## src/hw/rtl/svang_pkg.sv

```systemverilog
// shared constants, types and helper functions for the signed vector angle block
// no dependencies
package svang_pkg;

  localparam int COORD_BITS      = 32;
  localparam int ANGLE_FRAC_BITS = 13;
  localparam int CORDIC_STEPS    = 16;

  localparam int FRONT_STAGES = 6;
  localparam int QDEPTH       = 8;
  localparam int QPTR_W       = $clog2(QDEPTH);
  localparam int SQRT_STEPS   = 32;
  localparam int XW           = 36;
  localparam int ZW           = 35;
  localparam int ROUND_SHIFT  = 30 - ANGLE_FRAC_BITS;

  localparam logic signed [ZW-1:0] PI_Q30      = 35'sd3373259426;
  localparam logic signed [ZW-1:0] HALF_PI_Q30 = 35'sd1686629713;

  typedef struct packed {
    logic        deg;
    logic        use_n;
    logic        negate;
    logic        dneg;
    logic [29:0] xm;
    logic [29:0] q0;
    logic [29:0] q1;
    logic [29:0] q2;
  } svang_item_t;

  typedef struct packed {
    logic        deg;
    logic        use_n;
    logic        negate;
    logic        dneg;
    logic [29:0] xm;
  } svang_side_t;

  function automatic logic signed [31:0] coord(input logic [31:0] v);
    return $signed(v << (32 - COORD_BITS)) >>> (32 - COORD_BITS);
  endfunction

  function automatic logic [5:0] norm_shift(input logic [63:0] m);
    int len;
    len = 0;
    for (int k = 0; k < 64; k++) begin
      if (m[k]) len = k + 1;
    end
    return (len > 30) ? 6'(len - 30) : 6'd0;
  endfunction

  function automatic logic signed [ZW-1:0] atan_q30(input int i);
    case (i)
      0:  return 35'sd843314857;
      1:  return 35'sd497837829;
      2:  return 35'sd263043837;
      3:  return 35'sd133525159;
      4:  return 35'sd67021687;
      5:  return 35'sd33543516;
      6:  return 35'sd16775851;
      7:  return 35'sd8388437;
      8:  return 35'sd4194283;
      9:  return 35'sd2097149;
      10: return 35'sd1048576;
      11: return 35'sd524288;
      12: return 35'sd262144;
      13: return 35'sd131072;
      14: return 35'sd65536;
      15: return 35'sd32768;
      16: return 35'sd16384;
      17: return 35'sd8192;
      18: return 35'sd4096;
      19: return 35'sd2048;
      20: return 35'sd1024;
      21: return 35'sd512;
      22: return 35'sd256;
      23: return 35'sd128;
      24: return 35'sd64;
      25: return 35'sd32;
      26: return 35'sd16;
      27: return 35'sd8;
      28: return 35'sd4;
      29: return 35'sd2;
      30: return 35'sd1;
      default: return 35'sd0;
    endcase
  endfunction

endpackage

```

## src/hw/rtl/svang_queue.sv

```systemverilog
// short queue between the front and back pipelines, drained whenever it holds a beat
// depends on svang_pkg
module svang_queue import svang_pkg::*; (
  input  logic               clk,
  input  logic               rst,
  input  logic               push,
  input  svang_item_t        push_item,
  output logic               pop_valid,
  output svang_item_t        pop_item,
  output logic [QPTR_W:0]    count
);

  svang_item_t         mem [QDEPTH];
  logic [QPTR_W-1:0]   wr_ptr, rd_ptr;
  logic                pop;

  assign pop = count != '0;

  always_ff @(posedge clk) begin
    if (push) mem[wr_ptr] <= push_item;
    if (pop) pop_item <= mem[rd_ptr];
  end

  always_ff @(posedge clk) begin
    if (rst) begin
      wr_ptr    <= '0;
      rd_ptr    <= '0;
      count     <= '0;
      pop_valid <= 1'b0;
    end else begin
      pop_valid <= pop;
      if (push) wr_ptr <= wr_ptr + 1'b1;
      if (pop) rd_ptr <= rd_ptr + 1'b1;
      count <= count + (QPTR_W+1)'(push) - (QPTR_W+1)'(pop);
    end
  end

  a_no_overflow: assert property (@(posedge clk) disable iff (rst)
    push |-> (count != (QPTR_W+1)'(QDEPTH)))
    else $error("queue overflow");

  a_count_bound: assert property (@(posedge clk) disable iff (rst)
    count <= (QPTR_W+1)'(QDEPTH))
    else $error("queue count out of range");

endmodule

```

## config.mk

```make
export PLATFORM = sky130hd
export DESIGN_NAME = svang_queue
export DESIGN_NICKNAME = d
export VERILOG_FILES = /design/src/hw/rtl/svang_pkg.sv /design/src/hw/rtl/svang_queue.sv
export SDC_FILE = /design/constraint.sdc
export NUM_CORES = 1
export LEC_CHECK = 0
export BUFFER_PORTS_ARGS = -buffer_cell sky130_fd_sc_hd__buf_2
export CAP_MARGIN = 25
export CORE_MARGIN = 2
export CORE_UTILIZATION = 55
export DETAILED_ROUTE_END_ITERATION = 10
export HOLD_SLACK_MARGIN = 0.03
export MAX_ROUTING_LAYER = met4
export PLACE_DENSITY = 0.73
export SYNTH_ARGS = -nofsm -noshare
export SYNTH_HDL_FRONTEND = slang
export SYNTH_SLANG_ARGS = --single-unit
```

## constraint.sdc

```tcl
create_clock -name clk -period 29.6 [get_ports clk]
set_input_delay 1.48 -clock clk [delete_from_list [all_inputs] [get_ports clk]]
set_output_delay 1.48 -clock clk [all_outputs]
set_load 0.01 [all_outputs]
```

==> results of run 1 <==
[worst max-delay path, delay by kind of cell]
kind	cells	cell delay, ns
buffers and inverters	3	1.85
AND/OR/NAND/NOR	2	0.88
[placed cells by master, fill, tap and decap left out, types with 2 or more instances in the layout]
master | synthesis | routed
buf_16 | 0 | 5
nand2_1 | 3 | 3
nor2_4 | 0 | 6
ha_1 | 7 | 7
inv_1 | 9 | 8
edfxtp_1 | 1116 | 1116
buf_4 | 0 | 15
mux2_2 | 124 | 124
buf_12 | 0 | 6
clkbuf_1 | 28 | 21
nor3_2 | 0 | 2
a21oi_1 | 3 | 3
bufinv_16 | 0 | 6
clkinv_1 | 0 | 32
inv_6 | 0 | 6
mux2i_1 | 2 | 2
dfxtp_1 | 11 | 8
nand2b_1 | 4 | 4
diode_2 | 0 | 24
clkbuf_16 | 0 | 110
clkinvlp_4 | 0 | 3
clkinv_2 | 0 | 20
xor2_1 | 3 | 3
dfxtp_4 | 0 | 3
mux4_2 | 248 | 248
buf_2 | 12 | 255
nor2_1 | 15 | 9
[cell families after synthesis]
group,Yosys count
AO/OA/AOI/OAI,5
multiplexers,374
XOR/XNOR,4
adder cells (fa/ha/maj),8
flip-flops,1127
AND/OR/NAND/NOR,28
buffers and inverters,80
[area by class of cell]
class	count	area share, %
Clock buffer	131	5.976
Tap cell	969	2.559
Timing Repair Buffer	281	3.475
Inverter	9	0.08186
Clock inverter	68	1.038
Multi-Input combinational cell	419	15.52
Antenna cell	24	0.1268
Sequential cell	1127	71.22
[flip-flops by register name, summed over array words and instances, names as in the netlist]
register / count
mem: 992
pop_item: 124
rd_ptr: 3
pop_valid: 1
count: 4
wr_ptr: 3
[synth_stat cells (2+ instances only)]
cell type	instances	share of area, %
a21oi_1	3	0.036
buf_1	7	0.063
buf_2	12	0.14
buf_6	24	0.65
clkbuf_1	28	0.25
dfxtp_1	11	0.53
edfxtp_1	1116	81
ha_1	7	0.21
inv_1	9	0.081
mux2_2	124	3.4
mux2i_1	2	0.048
mux4_2	248	13
nand2_1	3	0.027
nand2b_1	4	0.060
nor2_1	15	0.14
nor3_1	2	0.024
xor2_1	3	0.063
[per-layer routing]
layer,track usage (%),vias up
met5,-,-
met4,4.784,0
met3,4.142,108
met2,36.17,518
met1,27.66,9405
li1,-,7631
[path summary, 6_finish.rpt]
| check | cells past startpoint | endpoint | from | slack (ns) |
|---|---|---|---|---|
| hold reg to reg | 2 | wr_ptr[1] | wr_ptr[1] | 0.55 |
| hold / removal | 2 | wr_ptr[1] | wr_ptr[1] | 0.55 |
| setup / recovery | 5 | mem[1][72] | push | 25.56 |
| setup reg to reg | 4 | mem[1][72] | wr_ptr[1] | 26.15 |
[power groups by stage]
stage	registers, mW	clock network (mW)	logic, mW
detailed placement	2.06	0	0.767
finish	2.01	1.29	0.761
global placement	2.06	0	0.751
CTS	2.03	1.31	0.770
floorplan	2.08	0	0.498
global route	2.03	1.37	0.824
[through the flow]
stage,instance area [um2],std cells
final,47380,3028
after global routing,47360,3021
after CTS,47210,3000
after detailed placement,43890,2801
after global placement,43860,2800
after floorplan,41530,1626
==> impl_metrics.toml, run 1 <==
[synthesis]
syn_area_mm2 = 0.04153
synth_xor_area_share_pct = 0.08436
yosys_register_bits = 1127
synth-edff-count = 1116
netlist-cell-type-count = 25
synth_ff_type = "edfxtp_1"
synth-compound-area-share_pct = 0.06930
synth_top_family_by_area = "multiplexers"
ys_seq_area_share_pct = 81.23
muxShareOfSynthArea_pct = 16.86
synth_cells = 1626
synth-async-reset-ratio_pct = 0
synth_nets = 1761
yosysWarnings = 0
synthAdderAreaFrac_pct = 0.2591
yosys.area_share.simple_pct = 0.3073
syn_area_per_cell_um2 = 25.54

[worst_setup_path]
critPathArrivalTime_ns = 4.31
crit_fanout = 57
cp_cell_sequence = "buf_2, nand2b_1, nor2_4, buf_4, buf_4"
worst_path_most_repeated_cell = "buf_4"
crit_slowest_cell = "buf_4"
critical_path_class = "input port to register"
crit_required_ns = 29.87
cp-start-kind = "input port"
cp-end-kind = "register"
max_stage_delay_ns = 0.89

[finish]
final_util_pct = 63.54
seqCellArea_mm2 = 0.03374
n_fill_cell = 4828
drive_gt1_share_pct = 39.90
area_growth_pct = 14.09
multi_input_area_mm2 = 0.007356
final_nets = 2082

[placed_design]
place_hpwl_mm = 42.40
place_congestion = 0.7202
portBuffers = 255
detailedPlace.worstSlack_ns = 24.68

[timing]
setup_viol = 0
whs_ns = 0.5523
final.setup_skew_ns = 0.02583
layout_setup_ws_ns = 25.56
post-route-period-util_pct = 13.66
final-max-slew-violation-count = 0
hold_viol_final = 0
fmax_ghz = 0.2472
setup_tns_ns = 0
rsz0062_at_grt = "false"
tightest_slew_ns = 0.9698
period_minus_slack_ns = 4.045
slew_headroom_pct = 35.35

[grt]
grtUsageTotal_pct = 21.52
grt_max_degree = 130
grt_pass1_vias = 18878
grt_pass1_wl_mm = 119.4
grt_overflow = 0
antenna_found_initial = 29

[detailed_routing]
vias_per_cell = 5.833
vias = 17662
totalWireLength_mm = 79.84
ant_nets = 0
dr.pass1.iters = 4
routedWlPerCell_um = 26.37
routed-wl-met3_mm = 5.135
wirelength_met1_mm = 31.36
wl_met2_mm = 41.93
drt_iter0_drc = 1726
maxUsedRoutingLayer = "met4"
drc = 0

[clock_tree]
cts_root_buf = "clkbuf_16"
htreeDepth = 3
worstSkewPairLatency_ns = 0.65
cts_tree = "built"
clk_pin_slew_ns = 0.06
postCtsHoldBufs = 0
post_cts_buffers = 0
cts_resized = 0
clk_path_buf_depth = 3
cts_buffers = 109
clock_sinks = 1127

[pwr]
powerDensity_mw_per_mm2 = 85.73
clkPwrFrac_pct = 31.7
intPower_mw = 3.046
leakagePower_nw = 15.11
seq_power_share_pct = 49.5
swShare_pct = 25.02
fin_total_pwr_mw = 4.062
p_sw_mw = 1.016
ir_worst_vdd_mv = 0.07730
power_frac_comb_pct = 18.7

[floorplan]
io_pins = 256
core_area_mm2 = 0.07457
dieArea_mm2 = 0.07772
die_w_um = 278.8
initial_core_util_pct = 55.69
dieHeight_um = 278.8
num_rows = 100

[flow_run]
cap_violations = 0

[hold_path]
hold_path.class = "register to register"

[run_status]
status = "completed"
No activity file was read; power rests on OpenSTA's default activity.
==> inputs of run 2 (changes only) <==
--- a/config.mk
+++ b/config.mk
@@ -8,11 +8,11 @@
 export BUFFER_PORTS_ARGS = -buffer_cell sky130_fd_sc_hd__buf_2
 export CAP_MARGIN = 25
 export CORE_MARGIN = 2
-export CORE_UTILIZATION = 55
+export CORE_UTILIZATION = 54
 export DETAILED_ROUTE_END_ITERATION = 10
 export HOLD_SLACK_MARGIN = 0.03
 export MAX_ROUTING_LAYER = met4
-export PLACE_DENSITY = 0.73
+export PLACE_DENSITY = 0.75
 export SYNTH_ARGS = -nofsm -noshare
 export SYNTH_HDL_FRONTEND = slang
 export SYNTH_SLANG_ARGS = --single-unit
==> constraint.sdc (replaced) <==
create_clock -name clk -period 3.3 [get_ports clk]
set_input_delay 0.165 -clock clk [delete_from_list [all_inputs] [get_ports clk]]
set_output_delay 0.165 -clock clk [all_outputs]
set_load 0.01 [all_outputs]
==> run 2 against run 1 <==
Effect of this change:
- power grew to 9.4 times the previous value
- final cell count grew 6.4%
- global-route usage grew 0.40 points
- cell area grew 4.3%
- critical endpoint is now count[2]
- highest routed layer unchanged
==> impl_metrics.toml, run 2 (synthesis gave the netlist of run 1 again) <==
[timing]
layout_setup_ws_ns = 0.7326
slew_headroom_pct = 35.78
fmax_ghz = 0.3895
tightest_slew_ns = 0.9634
rsz0062_at_grt = "false"
whs_ns = 0.3177
setup_tns_ns = 0
setup_viol = 0
hold_viol_final = 0
post-route-period-util_pct = 77.80
final-max-slew-violation-count = 0
period_minus_slack_ns = 2.567
final.setup_skew_ns = 0.01927

[grt]
antenna_found_initial = 11
grt_max_degree = 125
grt_pass1_vias = 19878
grt_overflow = 0
grtUsageTotal_pct = 21.92
grt_pass1_wl_mm = 123.4

[worst_setup_path]
crit_path_start = "count[2]"
cp-endpoint = "count[2]"
r2r_slack_ns = 0.73
r2r_end = "count[2]"
critical_path_class = "register to register"
critPathArrivalTime_ns = 3.11
cp-end-kind = "register"
cp-start-kind = "register"
crit_fanout = 6
r2r-start = "count[2]"
crit_required_ns = 3.85
rr_worst_depth = 11

[clock_tree]
cts_buffers = 109
cts_root_buf = "clkbuf_16"
htreeDepth = 3
clk_pin_slew_ns = 0.07
post_cts_buffers = 0
clock_sinks = 1127
cts_tree = "built"
worstSkewPairLatency_ns = 0.66
clk_path_buf_depth = 3

[floorplan]
dieHeight_um = 281.3
num_rows = 101
io_pins = 256
dieArea_mm2 = 0.07914
core_area_mm2 = 0.07608
die_w_um = 281.3
initial_core_util_pct = 54.59

[placed_design]
place_hpwl_mm = 43.17
detailedPlace.worstSlack_ns = 0.6877
place_congestion = 0.7115
portBuffers = 255

[detailed_routing]
drt_iter0_drc = 1627
totalWireLength_mm = 82.68
vias_per_cell = 5.760
drc = 0
routedWlPerCell_um = 25.66
ant_nets = 0
vias = 18559
dr.pass1.iters = 5

[finish]
final_cell_mix = "edfxtp_1 (1116), buf_2 (255), mux4_2 (248)"
reg_top3 = "mem: 992 flops, pop_item: 124 flops, count: 4 flops"
layout_commonest_cell = "edfxtp_1"
drive_gt1_share_pct = 39.17
area_growth_pct = 18.97
top_register = "mem"
largest_reg_flops = 992
final_nets = 2221

[pwr]
leakagePower_nw = 15.96
ir_worst_vdd_mv = 0.7801
fin_total_pwr_mw = 38.14
powerDensity_mw_per_mm2 = 771.9

[flow_run]
cap_violations = 0

[run_status]
status = "completed"

[hold_path]
hold_path.class = "input port to register"
[run 2: cell count changes in the layout (fill, tap and decap cells not counted), sizes merged]
cell / before / now
dlygate4sd3: 0 / 126
clkinv: 54 / 41
clkbuf: 131 / 133
diode: 24 / 12
clkinvlp: 3 / 5
inv: 14 / 16
bufinv: 6 / 19
buf: 281 / 294
[run 2: cell type report]
type                    instances  area (um2)
fillers                      4873       26670
clock buffers                 133        2903
well taps                    1030        1289
flip-flops and latches       1127       33740
repair buffers                420        3143
clock inverters                72       869.6
multi-input cells             419        7388
diodes                         12       30.03
inverters                       9       37.54
[run 2: worst max-delay path, cell delays in order (launching register included)]
cell        delay (ns)
dfxtp_1           0.31
inv_1             0.07
ha_1              0.14
nor3b_2           0.42
clkinvlp_4        0.25
ha_1              0.34
inv_1             0.06
ha_1              0.15
inv_1             0.07
fa_1              0.42
xor2_1            0.17
nor2_1            0.05
[run 2: per-stage QoR]
| step | utilization (%) | instance area [um2] | std cells |
|---|---|---|---|
| floorplan | - | 41600 | 1626 |
| global placement | 58.29 | 44340 | 2879 |
| detailed placement | 58.29 | 44340 | 2879 |
| CTS | 64.90 | 49370 | 3210 |
| global route | 64.94 | 49400 | 3220 |
| finish | 64.94 | 49400 | 3222 |
[run 2: how the worst min path moves through the flow]
stage                        start           to  slack [ns]  cells after the start
global route        push_item[114]  mem[7][114]        0.31                      2
detailed placement   push_item[28]   mem[4][28]        0.43                      1
CTS                  push_item[28]   mem[1][28]        0.27                      2
floorplan             push_item[0]    mem[0][0]        0.26                      0
global placement      push_item[4]    mem[4][4]        0.42                      1
finish              push_item[114]  mem[7][114]        0.32                      2
[run 2: what timing repair did]
item	CTS	global route
resized for setup	0	0
hold endpoints to repair	1004	0
hold buffers	126	0
[run 2: power by group]
part / leakage (nW) / total [mW] / switching (mW) / internal, mW
combinational: 3.76 / 7.05 / 3.57 / 3.48
sequential: 10.4 / 18.1 / 0.658 / 17.5
clock: 1.85 / 13.0 / 5.21 / 7.76
[run 2: layer usage]
metal / routed length (um) / vias up / GRT usage, %
met1: 34070 / 9858 / 29.93
li1: - / 7910 / -
met3: 5509 / 128 / 3.758
met2: 41460 / 663 / 34.88
met4: 1636 / 0 / 5.769
met5: 0 / - / -
